`config.mk`:
```
export PLATFORM = sky130hd
export DESIGN_NAME = utf8_byte_stream_decoder
export DESIGN_NICKNAME = d
export VERILOG_FILES = /design/src/hdl/u8bsd_pkg.sv /design/src/hdl/utf8_byte_stream_decoder.sv
export VERILOG_INCLUDE_DIRS = /design/src /design/src/hdl
export SDC_FILE = /design/constraint.sdc
export NUM_CORES = 1
export LEC_CHECK = 0
export ABC_AREA = 1
export BUFFER_PORTS_ARGS = -buffer_cell sky130_fd_sc_hd__buf_2
export CORE_ASPECT_RATIO = 0.6
export CORE_MARGIN = 2
export CORE_UTILIZATION = 40
export DETAILED_ROUTE_END_ITERATION = 10
export GPL_ROUTABILITY_DRIVEN = 0
export GPL_TIMING_DRIVEN = 0
export PLACE_DENSITY = 0.66
export SYNTH_ARGS = -nofsm -noshare
export SYNTH_HDL_FRONTEND = slang
export SYNTH_SLANG_ARGS = --single-unit
```
`constraint.sdc`:
```
create_clock -name clk -period 3.7 [get_ports clk]
set_input_delay 0.185 -clock clk [delete_from_list [all_inputs] [get_ports clk]]
set_output_delay 0.185 -clock clk [all_outputs]
set_load 0.05 [all_outputs]
```
`src/hdl/utf8_byte_stream_decoder_macros.svh`:
```
// assertion macros for the utf8 byte stream decoder
`ifndef UTF8_BYTE_STREAM_DECODER_MACROS_SVH
`define UTF8_BYTE_STREAM_DECODER_MACROS_SVH

// condition holds at every edge outside reset
`define U8BSD_ASSERT_ALWAYS(label, cond) \
  label: assert property (@(posedge clk) disable iff (rst) (cond)) \
    else $error("assertion failed");

// antecedent implies consequent in the same cycle
`define U8BSD_ASSERT_IMPLIES(label, ante, cons) \
  label: assert property (@(posedge clk) disable iff (rst) (ante) |-> (cons)) \
    else $error("assertion failed");

// antecedent implies consequent in the next cycle
`define U8BSD_ASSERT_NEXT(label, ante, cons) \
  label: assert property (@(posedge clk) disable iff (rst) (ante) |=> (cons)) \
    else $error("assertion failed");

`endif

```
`src/hdl/u8bsd_pkg.sv`:
```
// constants for the utf8 byte stream decoder
package u8bsd_pkg;

  localparam int BYTE_W = 8;
  localparam int CP_W   = 26;
  localparam int LEN_W  = 3;
  localparam int CONT_W = 6;

  typedef logic [BYTE_W-1:0] byte_t;
  typedef logic [CP_W-1:0]   cp_t;
  typedef logic [LEN_W-1:0]  len_t;

  localparam cp_t REPLACEMENT_CHAR = CP_W'(32'h0000_FFFD);

  localparam len_t LEN_NONE = 3'd0;
  localparam len_t LEN_1    = 3'd1;
  localparam len_t LEN_2    = 3'd2;
  localparam len_t LEN_3    = 3'd3;
  localparam len_t LEN_4    = 3'd4;
  localparam len_t LEN_5    = 3'd5;

  // lead byte prefixes
  localparam logic [2:0] LEAD2_TAG = 3'b110;
  localparam logic [3:0] LEAD3_TAG = 4'b1110;
  localparam logic [4:0] LEAD4_TAG = 5'b11110;
  localparam logic [5:0] LEAD5_TAG = 6'b111110;

endpackage

```
`src/hdl/utf8_byte_stream_decoder.sv`:
```
// top level of the utf8 byte stream decoder
// Decodes a UTF-8 byte stream, one byte per transaction, into codepoints.
// A byte below 0x80 gives its own value at once; a continuation byte with no
// sequence open gives 0xFFFD with stray set; lead bytes open sequences of two
// to five bytes whose following bytes are taken unchecked, six bits each, and
// the codepoint appears with the last byte; 0xFC-0xFF give the byte's low six
// bits as a one-byte codepoint. A byte that does not close a sequence gives
// no result. Rate: one byte per clock cycle while out_stall is low. Each
// accepted byte is classified and shifted into the accumulator, and any
// result lands in the output register on the same edge. The only thing that
// holds input back is a result waiting in the output register while the
// downstream side stalls: in_stall follows that condition combinationally.
module utf8_byte_stream_decoder (
  input  logic              clk,
  input  logic              rst,
  input  logic              in_valid,
  output logic              in_stall,
  input  u8bsd_pkg::byte_t  byte_in,
  output logic              out_valid,
  input  logic              out_stall,
  output u8bsd_pkg::cp_t    codepoint,
  output u8bsd_pkg::len_t   seq_length,
  output logic              stray
);
  import u8bsd_pkg::*;

  `include "utf8_byte_stream_decoder_macros.svh"

  // decoder state
  len_t remaining;
  len_t total_len;
  cp_t  accum;

  len_t remaining_next;
  len_t total_len_next;
  cp_t  accum_next;

  // result of the current byte
  logic emit;
  cp_t  cp_res;
  len_t len_res;
  logic stray_res;

  logic in_fire;

  // hold the input while a result sits unread in the output register
  assign in_stall = out_valid & out_stall;
  assign in_fire  = in_valid & ~in_stall;

  always_comb begin
    remaining_next = remaining;
    total_len_next = total_len;
    accum_next     = accum;
    emit           = 1'b0;
    cp_res         = {{(CP_W-BYTE_W){1'b0}}, byte_in};
    len_res        = LEN_1;
    stray_res      = 1'b0;

    if (remaining != LEN_NONE) begin
      // inside a sequence: any byte counts as a continuation
      accum_next     = {accum[CP_W-CONT_W-1:0], byte_in[CONT_W-1:0]};
      remaining_next = remaining - LEN_1;
      emit           = (remaining == LEN_1);
      cp_res         = accum_next;
      len_res        = total_len;
    end else if (!byte_in[7]) begin
      // plain ascii
      emit = 1'b1;
    end else if (!byte_in[6]) begin
      // continuation byte with nothing open
      emit      = 1'b1;
      cp_res    = REPLACEMENT_CHAR;
      stray_res = 1'b1;
    end else if (byte_in[7:5] == LEAD2_TAG) begin
      accum_next     = {{(CP_W-5){1'b0}}, byte_in[4:0]};
      total_len_next = LEN_2;
      remaining_next = LEN_1;
    end else if (byte_in[7:4] == LEAD3_TAG) begin
      accum_next     = {{(CP_W-4){1'b0}}, byte_in[3:0]};
      total_len_next = LEN_3;
      remaining_next = LEN_2;
    end else if (byte_in[7:3] == LEAD4_TAG) begin
      accum_next     = {{(CP_W-3){1'b0}}, byte_in[2:0]};
      total_len_next = LEN_4;
      remaining_next = LEN_3;
    end else if (byte_in[7:2] == LEAD5_TAG) begin
      accum_next     = {{(CP_W-2){1'b0}}, byte_in[1:0]};
      total_len_next = LEN_5;
      remaining_next = LEN_4;
    end else begin
      // 0xfc-0xff: single byte, low six bits only
      emit   = 1'b1;
      cp_res = {{(CP_W-CONT_W){1'b0}}, byte_in[CONT_W-1:0]};
    end
  end

  // state update on each accepted transaction
  always_ff @(posedge clk) begin
    if (rst) begin
      remaining <= LEN_NONE;
      total_len <= LEN_NONE;
      accum     <= '0;
    end else if (in_fire) begin
      remaining <= remaining_next;
      total_len <= total_len_next;
      accum     <= accum_next;
    end
  end

  // output register: refilled or emptied whenever it is not held
  always_ff @(posedge clk) begin
    if (rst) begin
      out_valid <= 1'b0;
    end else if (!in_stall) begin
      out_valid <= in_fire & emit;
    end
  end

  always_ff @(posedge clk) begin
    if (in_fire && emit) begin
      codepoint  <= cp_res;
      seq_length <= len_res;
      stray      <= stray_res;
    end
  end

  // checks on the decoder's own bookkeeping
  `U8BSD_ASSERT_ALWAYS(a_remaining_range, remaining <= LEN_4)
  `U8BSD_ASSERT_IMPLIES(a_open_shorter, remaining != LEN_NONE, remaining < total_len)
  `U8BSD_ASSERT_IMPLIES(a_stray_result, out_valid && stray,
    codepoint == REPLACEMENT_CHAR && seq_length == LEN_1)
  `U8BSD_ASSERT_NEXT(a_last_byte_emits, in_fire && remaining == LEN_1,
    out_valid && seq_length == $past(total_len))

endmodule

```
==> Word level (Yosys, flattened, before mapping) <==
Index checks and enable logic that the tools add are counted.
{ "word_totals": {"ram_bits": 0, "latch_bits": 0, "out_inout_bits": 32, "mem_bits_ro": 0, "word_cells": 61, "ff_bits": 57, "memories": 0} }
{ "op_classes": {"multipliers": 0, "bitwise_logic": 6, "magnitude_cmp": 0, "n_addsub": 1, "n_reduce_logical": 9, "n_eq_ne": 5, "div": 0, "shift": 0, "mux": 33} }
{ "op_table": {"columns": ["cell", "count"], "rows": [
  ["$mux W20", 7],
  ["$mux W3", 11],
  ["$mux W16", 2],
  ["$mux W8", 4],
  ["$mux W26", 1],
  ["$mux W1", 8],
  ["$eq A6 B6 Y1 const B", 1],
  ["$eq A5 B5 Y1 const B", 1],
  ["$reduce_and A5 Y1", 1],
  ["$reduce_bool A5 Y1", 1],
  ["$eq A4 B4 Y1 const B", 1],
  ["$reduce_and A4 Y1", 1],
  ["$reduce_bool A2 Y1", 2],
  ["$reduce_bool A4 Y1", 1],
  ["$and A1 B1 Y1", 3],
  ["$eq A3 B1 Y1 const B", 1],
  ["$eq A3 B3 Y1 const B", 1],
  ["$not A1 Y1", 3],
  ["$reduce_bool A3 Y1", 1],
  ["$sub A3 B1 Y3 const B", 1],
  ["$reduce_or A2 Y1", 1],
  ["$logic_and A1 B1 Y1", 1]
]} }

==> Logic depth before layout (Yosys ltp) <==
{ "logic_depth": {"word_depth": 9, "ltp_mapped": 10} }

==> Least setup slack after synthesis <==
No wires, ideal clock.
{ "synth_timing": {"kind": "reg-to-reg", "from": "reg out_valid", "to": "reg codepoint[0] (enable)", "path_slack_ns": 1.690, "setup_ns": 0.385, "path_stages_with_launch": 7, "arrival_time_ns": 1.625, "path_buffers": 1, "cell_sequence": "dfxtp_1 nand2_1 nand2_1 inv_1 buf_4 nand3_1 inv_1"} }
{ "synth_between": {"elab_chain_len": 4} }
{ "synth_lines": {"columns": ["element", "line_no", "text"], "rows": [
  ["from (decl)", "utf8_byte_stream_decoder.sv:19", "output logic out_valid,"],
  ["from (signal assigned)", "utf8_byte_stream_decoder.sv:115", "out_valid <= in_fire & emit;"],
  ["$and A1 B1 Y1", "utf8_byte_stream_decoder.sv:47", "assign in_stall = out_valid & out_stall;"],
  ["$not A1 Y1", "utf8_byte_stream_decoder.sv:48", "assign in_fire = in_valid & ~in_stall;"],
  ["$and A1 B1 Y1", "utf8_byte_stream_decoder.sv:48", null],
  ["$logic_and A1 B1 Y1", "utf8_byte_stream_decoder.sv:120", "if (in_fire && emit) begin"],
  ["to (signal assigned)", "utf8_byte_stream_decoder.sv:121", "codepoint <= cp_res;"],
  ["to (decl)", "utf8_byte_stream_decoder.sv:21", "output u8bsd_pkg::cp_t codepoint,"]
]} }
Every way passes these cells.
A chain may end at the register's enable or synchronous reset.

==> Worst setup path in the final report <==
{ "layout_timing": {"from": "reg remaining[0]", "to": "reg codepoint[10] (enable)"} }
{ "layout_between": {"elab_chain_len": 3} }
{ "layout_lines": {"columns": ["element", "line_no", "text"], "rows": [
  ["from (decl)", "utf8_byte_stream_decoder.sv:30", "len_t remaining;"],
  ["from (signal assigned)", "utf8_byte_stream_decoder.sv:104", "remaining <= remaining_next;"],
  ["$eq A3 B1 Y1 / $reduce_bool A3 Y1 (equally long branches)", "utf8_byte_stream_decoder.sv:63, utf8_byte_stream_decoder.sv:59", null],
  ["$mux W1 (*)", "utf8_byte_stream_decoder.sv:59", "if (remaining != LEN_NONE) begin"],
  ["$logic_and A1 B1 Y1 (*)", "utf8_byte_stream_decoder.sv:120", null]
]} }
Every way passes the cells marked *; elsewhere a longest branch is shown, timed or not.

==> flow_summary.toml <==
[synthesis]
synthesis.area_um2 = 2440
synthTopCellsByCount = "nand2_1, inv_1, nor2_1, edfxtp_1, dfxtp_1"
yosysWarnings = 0
yosysMostFrequentCell = "nand2_1"
synth_edf_count = 30
synth-seq-cells = 57
synth_nets = 285
yosys_most_used_dff = "edfxtp_1"
synth_cell_types = 24
synth_top_cell_by_area = "edfxtp_1"
syn_area_per_cell_um2 = 9.04
async_flop_share_pct = 0
synth_cells = 270
ys_top_cells_by_area = "edfxtp_1, dfxtp_1, nand2_1"
synth_top_area_share_pct = 36.9
seq_area_frac_synth_pct = 59.1

[route]
drc_errors = 0
viasPerCell = 4.64
drt_pre_antenna_iters = 4
drt-total-wl_um = 5090
first_iter_violations = 174
routed-via-count = 1897
postRouteAntennaNets = 0
wire_per_inst_um = 12.4

[die]
num_io_pins = 44
fp.coreArea_um2 = 5730
fp.dieArea_um2 = 6760
start_util_pct = 42.6
num_rows = 21
die_height_um = 64.5
die_w_um = 105

[critical_path]
crit_chain = "inv_1 -> ha_1 -> nand2_2 -> nor2_2 -> nand2_1 -> nand3_1 -> inv_1"
crit_buf_inv = 2
worstPathArrival_ps = 2330
cpMostUsedCell = "inv_1"
crit_family = "buffers and inverters"
endpoint_kind = "flop"
crit-reg2reg-launch = "remaining[0]$_SDFFE_PP0P_"
crit_slowest_cell = "inv_1"
critPathKind = "reg -> reg"
worstPathRequired_ps = 3660
slowest_delay_ps = 850
crit_fanout = 30
cp-start-kind = "flop"
crit_path_start = "remaining[0]$_SDFFE_PP0P_"

[clock_network]
postCtsResizedCells = 0
postCtsSetupBuffers = 0
cts-root-buf = "clkbuf_8"
cts_tree = "yes"
clk_pin_slew_ps = 70
cts_buffers = 9
h-tree-depth = 3
clock_path_buffers = 2
cts.sinks = 57
cts_hold_buf = 0
clkLatencyLatePin_ps = 340

[global_route]
grt_pass1_wl_um = 8220
grt_max_degree = 31
track_usage_pct = 16.4
grt_antenna_before_repair = 0
grt_pass1_vias = 1617
overflow = 0

[layout]
nets = 339
n_antenna_cell = 0
finalNonFillerCells = 409
area_growth_pct = 20.9
fillers = 563
drive_gt1_share_pct = 24.9

[timing]
slew_headroom_pct = 24.2
rsz0062_at_grt = "no"
setup-tns-final_ps = 0
setup_viol = 0
clock.fmax_ghz = 0.422
drv_slew = 0
worstMarginPinSlew_ps = 1140
clock_skew_ps = 4.39
hold_viol_final = 0
fin_crit_sh_pct = 64.0
final.min_clock_period_ps = 2370
hold_slack_ps = 114

[power_and_ir_drop]
powerDensity_nw_per_um2 = 692
combPwrFrac_pct = 32.1
leakage_nw = 1.23
power.share.clock_pct = 27.9
power_mw = 2.04
netSwitchingFraction_pct = 39.1
p_sw_uw = 798
p_seq_share_pct = 40.0
ir_drop_v = 0.000268
internal-power_mw = 1.24

[flow_run]
cap_violations = 0

[place]
detailed_place_hpwl_um = 3660
dp.cells = 393
port_buffers = 43

[min_path]
min_from = "byte_in[0]"
hold_path.class = "in -> reg"

[run_status]
status = "finished clean"
path summary, 6_finish.rpt:
kind | to | cells after the start | slack [ps]
worst max-delay path | codepoint[10]$_DFFE_PP_ | 7 | 1330
worst min-delay path | accum[0]$_SDFFE_PP0P_ | 3 | 110
worst max register to register | codepoint[10]$_DFFE_PP_ | 7 | 1330
worst min register to register | accum[11]$_SDFFE_PP0P_ | 2 | 460
cell type report:
| cell class | instances | area (um^2) | area share, % |
|---|---|---|---|
| plain buffers | 11 | 72.6 | 2.46 |
| clock buffers | 9 | 124 | 4.20 |
| clock inverters | 7 | 71.3 | 2.42 |
| inverters | 42 | 158 | 5.34 |
| multi-input cells | 160 | 768 | 26.0 |
| flip-flops and latches | 57 | 1440 | 48.9 |
| well taps | 80 | 100 | 3.39 |
| repair buffers | 43 | 215 | 7.29 |
metrics by stage:
step | worst slack, ps | util (%) | area, um^2
after floorplan | 1690 | - | 2440
after global placement | 1320 | 48.1 | 2760
after detailed placement | 1310 | 48.1 | 2760
after CTS | 1290 | 51.5 | 2950
after global routing | 1090 | 51.5 | 2950
final | 1330 | 51.5 | 2950
layer usage:
metal | GRT usage, % | share of wire, % | up-vias
met5 | 0 | 0 | -
met4 | 6.00 | 1.1 | 0
met3 | 6.34 | 7.2 | 8
met2 | 21.8 | 40 | 61
met1 | 24.0 | 52 | 860
li1 | - | - | 968
cells by family (layout without fill, tap and decap cells):
logic type | Yosys count | in the layout | share of synthesized area, %
xor gates and xnor gates | 1 | 1 | 0.359
adders and majority gates | 3 | 3 | 1.54
AOI/OAI and AO/OA | 36 | 36 | 7.59
buffers and inverters | 53 | 112 | 9.44
DFF | 57 | 57 | 59.1
and+or+nand+nor | 120 | 120 | 22.0
placed cells by master, fill, tap and decap left out:
cell | synthesis | routed
a21oi_1 | 18 | 18
a21oi_2 | 1 | 1
a31oi_1 | 1 | 1
buf_2 | 4 | 47
buf_4 | 3 | 3
buf_6 | 2 | 2
bufinv_16 | 0 | 1
clkbuf_1 | 2 | 2
clkbuf_8 | 0 | 9
clkinv_2 | 0 | 2
clkinv_4 | 0 | 1
clkinvlp_4 | 0 | 3
dfxtp_1 | 27 | 27
edfxtp_1 | 30 | 30
ha_1 | 3 | 3
inv_1 | 42 | 42
nand2_1 | 57 | 57
nand2_2 | 5 | 5
nand3_1 | 14 | 14
nand3_4 | 1 | 1
nand4_1 | 2 | 2
nor2_1 | 34 | 34
nor2_2 | 2 | 2
nor2_4 | 2 | 2
nor3_4 | 1 | 1
o21ai_0 | 15 | 15
o21ai_1 | 1 | 1
or2_2 | 2 | 2
xnor2_1 | 1 | 1
power groups by stage:
stage	clock network [mW]	registers, mW	logic [mW]
after floorplan	0	1.06	0.272
after global placement	0	0.828	0.652
after detailed placement	0	0.831	0.655
after CTS	0.580	0.817	0.657
after global routing	0.610	0.825	0.711
final	0.570	0.816	0.656
worst min-delay path, delay by kind of cell:
kind                   cells  cell delay [ps]
AND/OR/NAND/NOR            1               80
AO/OA/AOI/OAI              1               70
buffers and inverters      1               80
sequential cells by signal, indices dropped and copies added (netlist names):
name / count
stray: 1
codepoint: 26
seq_length: 3
remaining: 3
out_valid: 1
total_len: 3
accum: 20
Power figures use the tool's default switching activity.
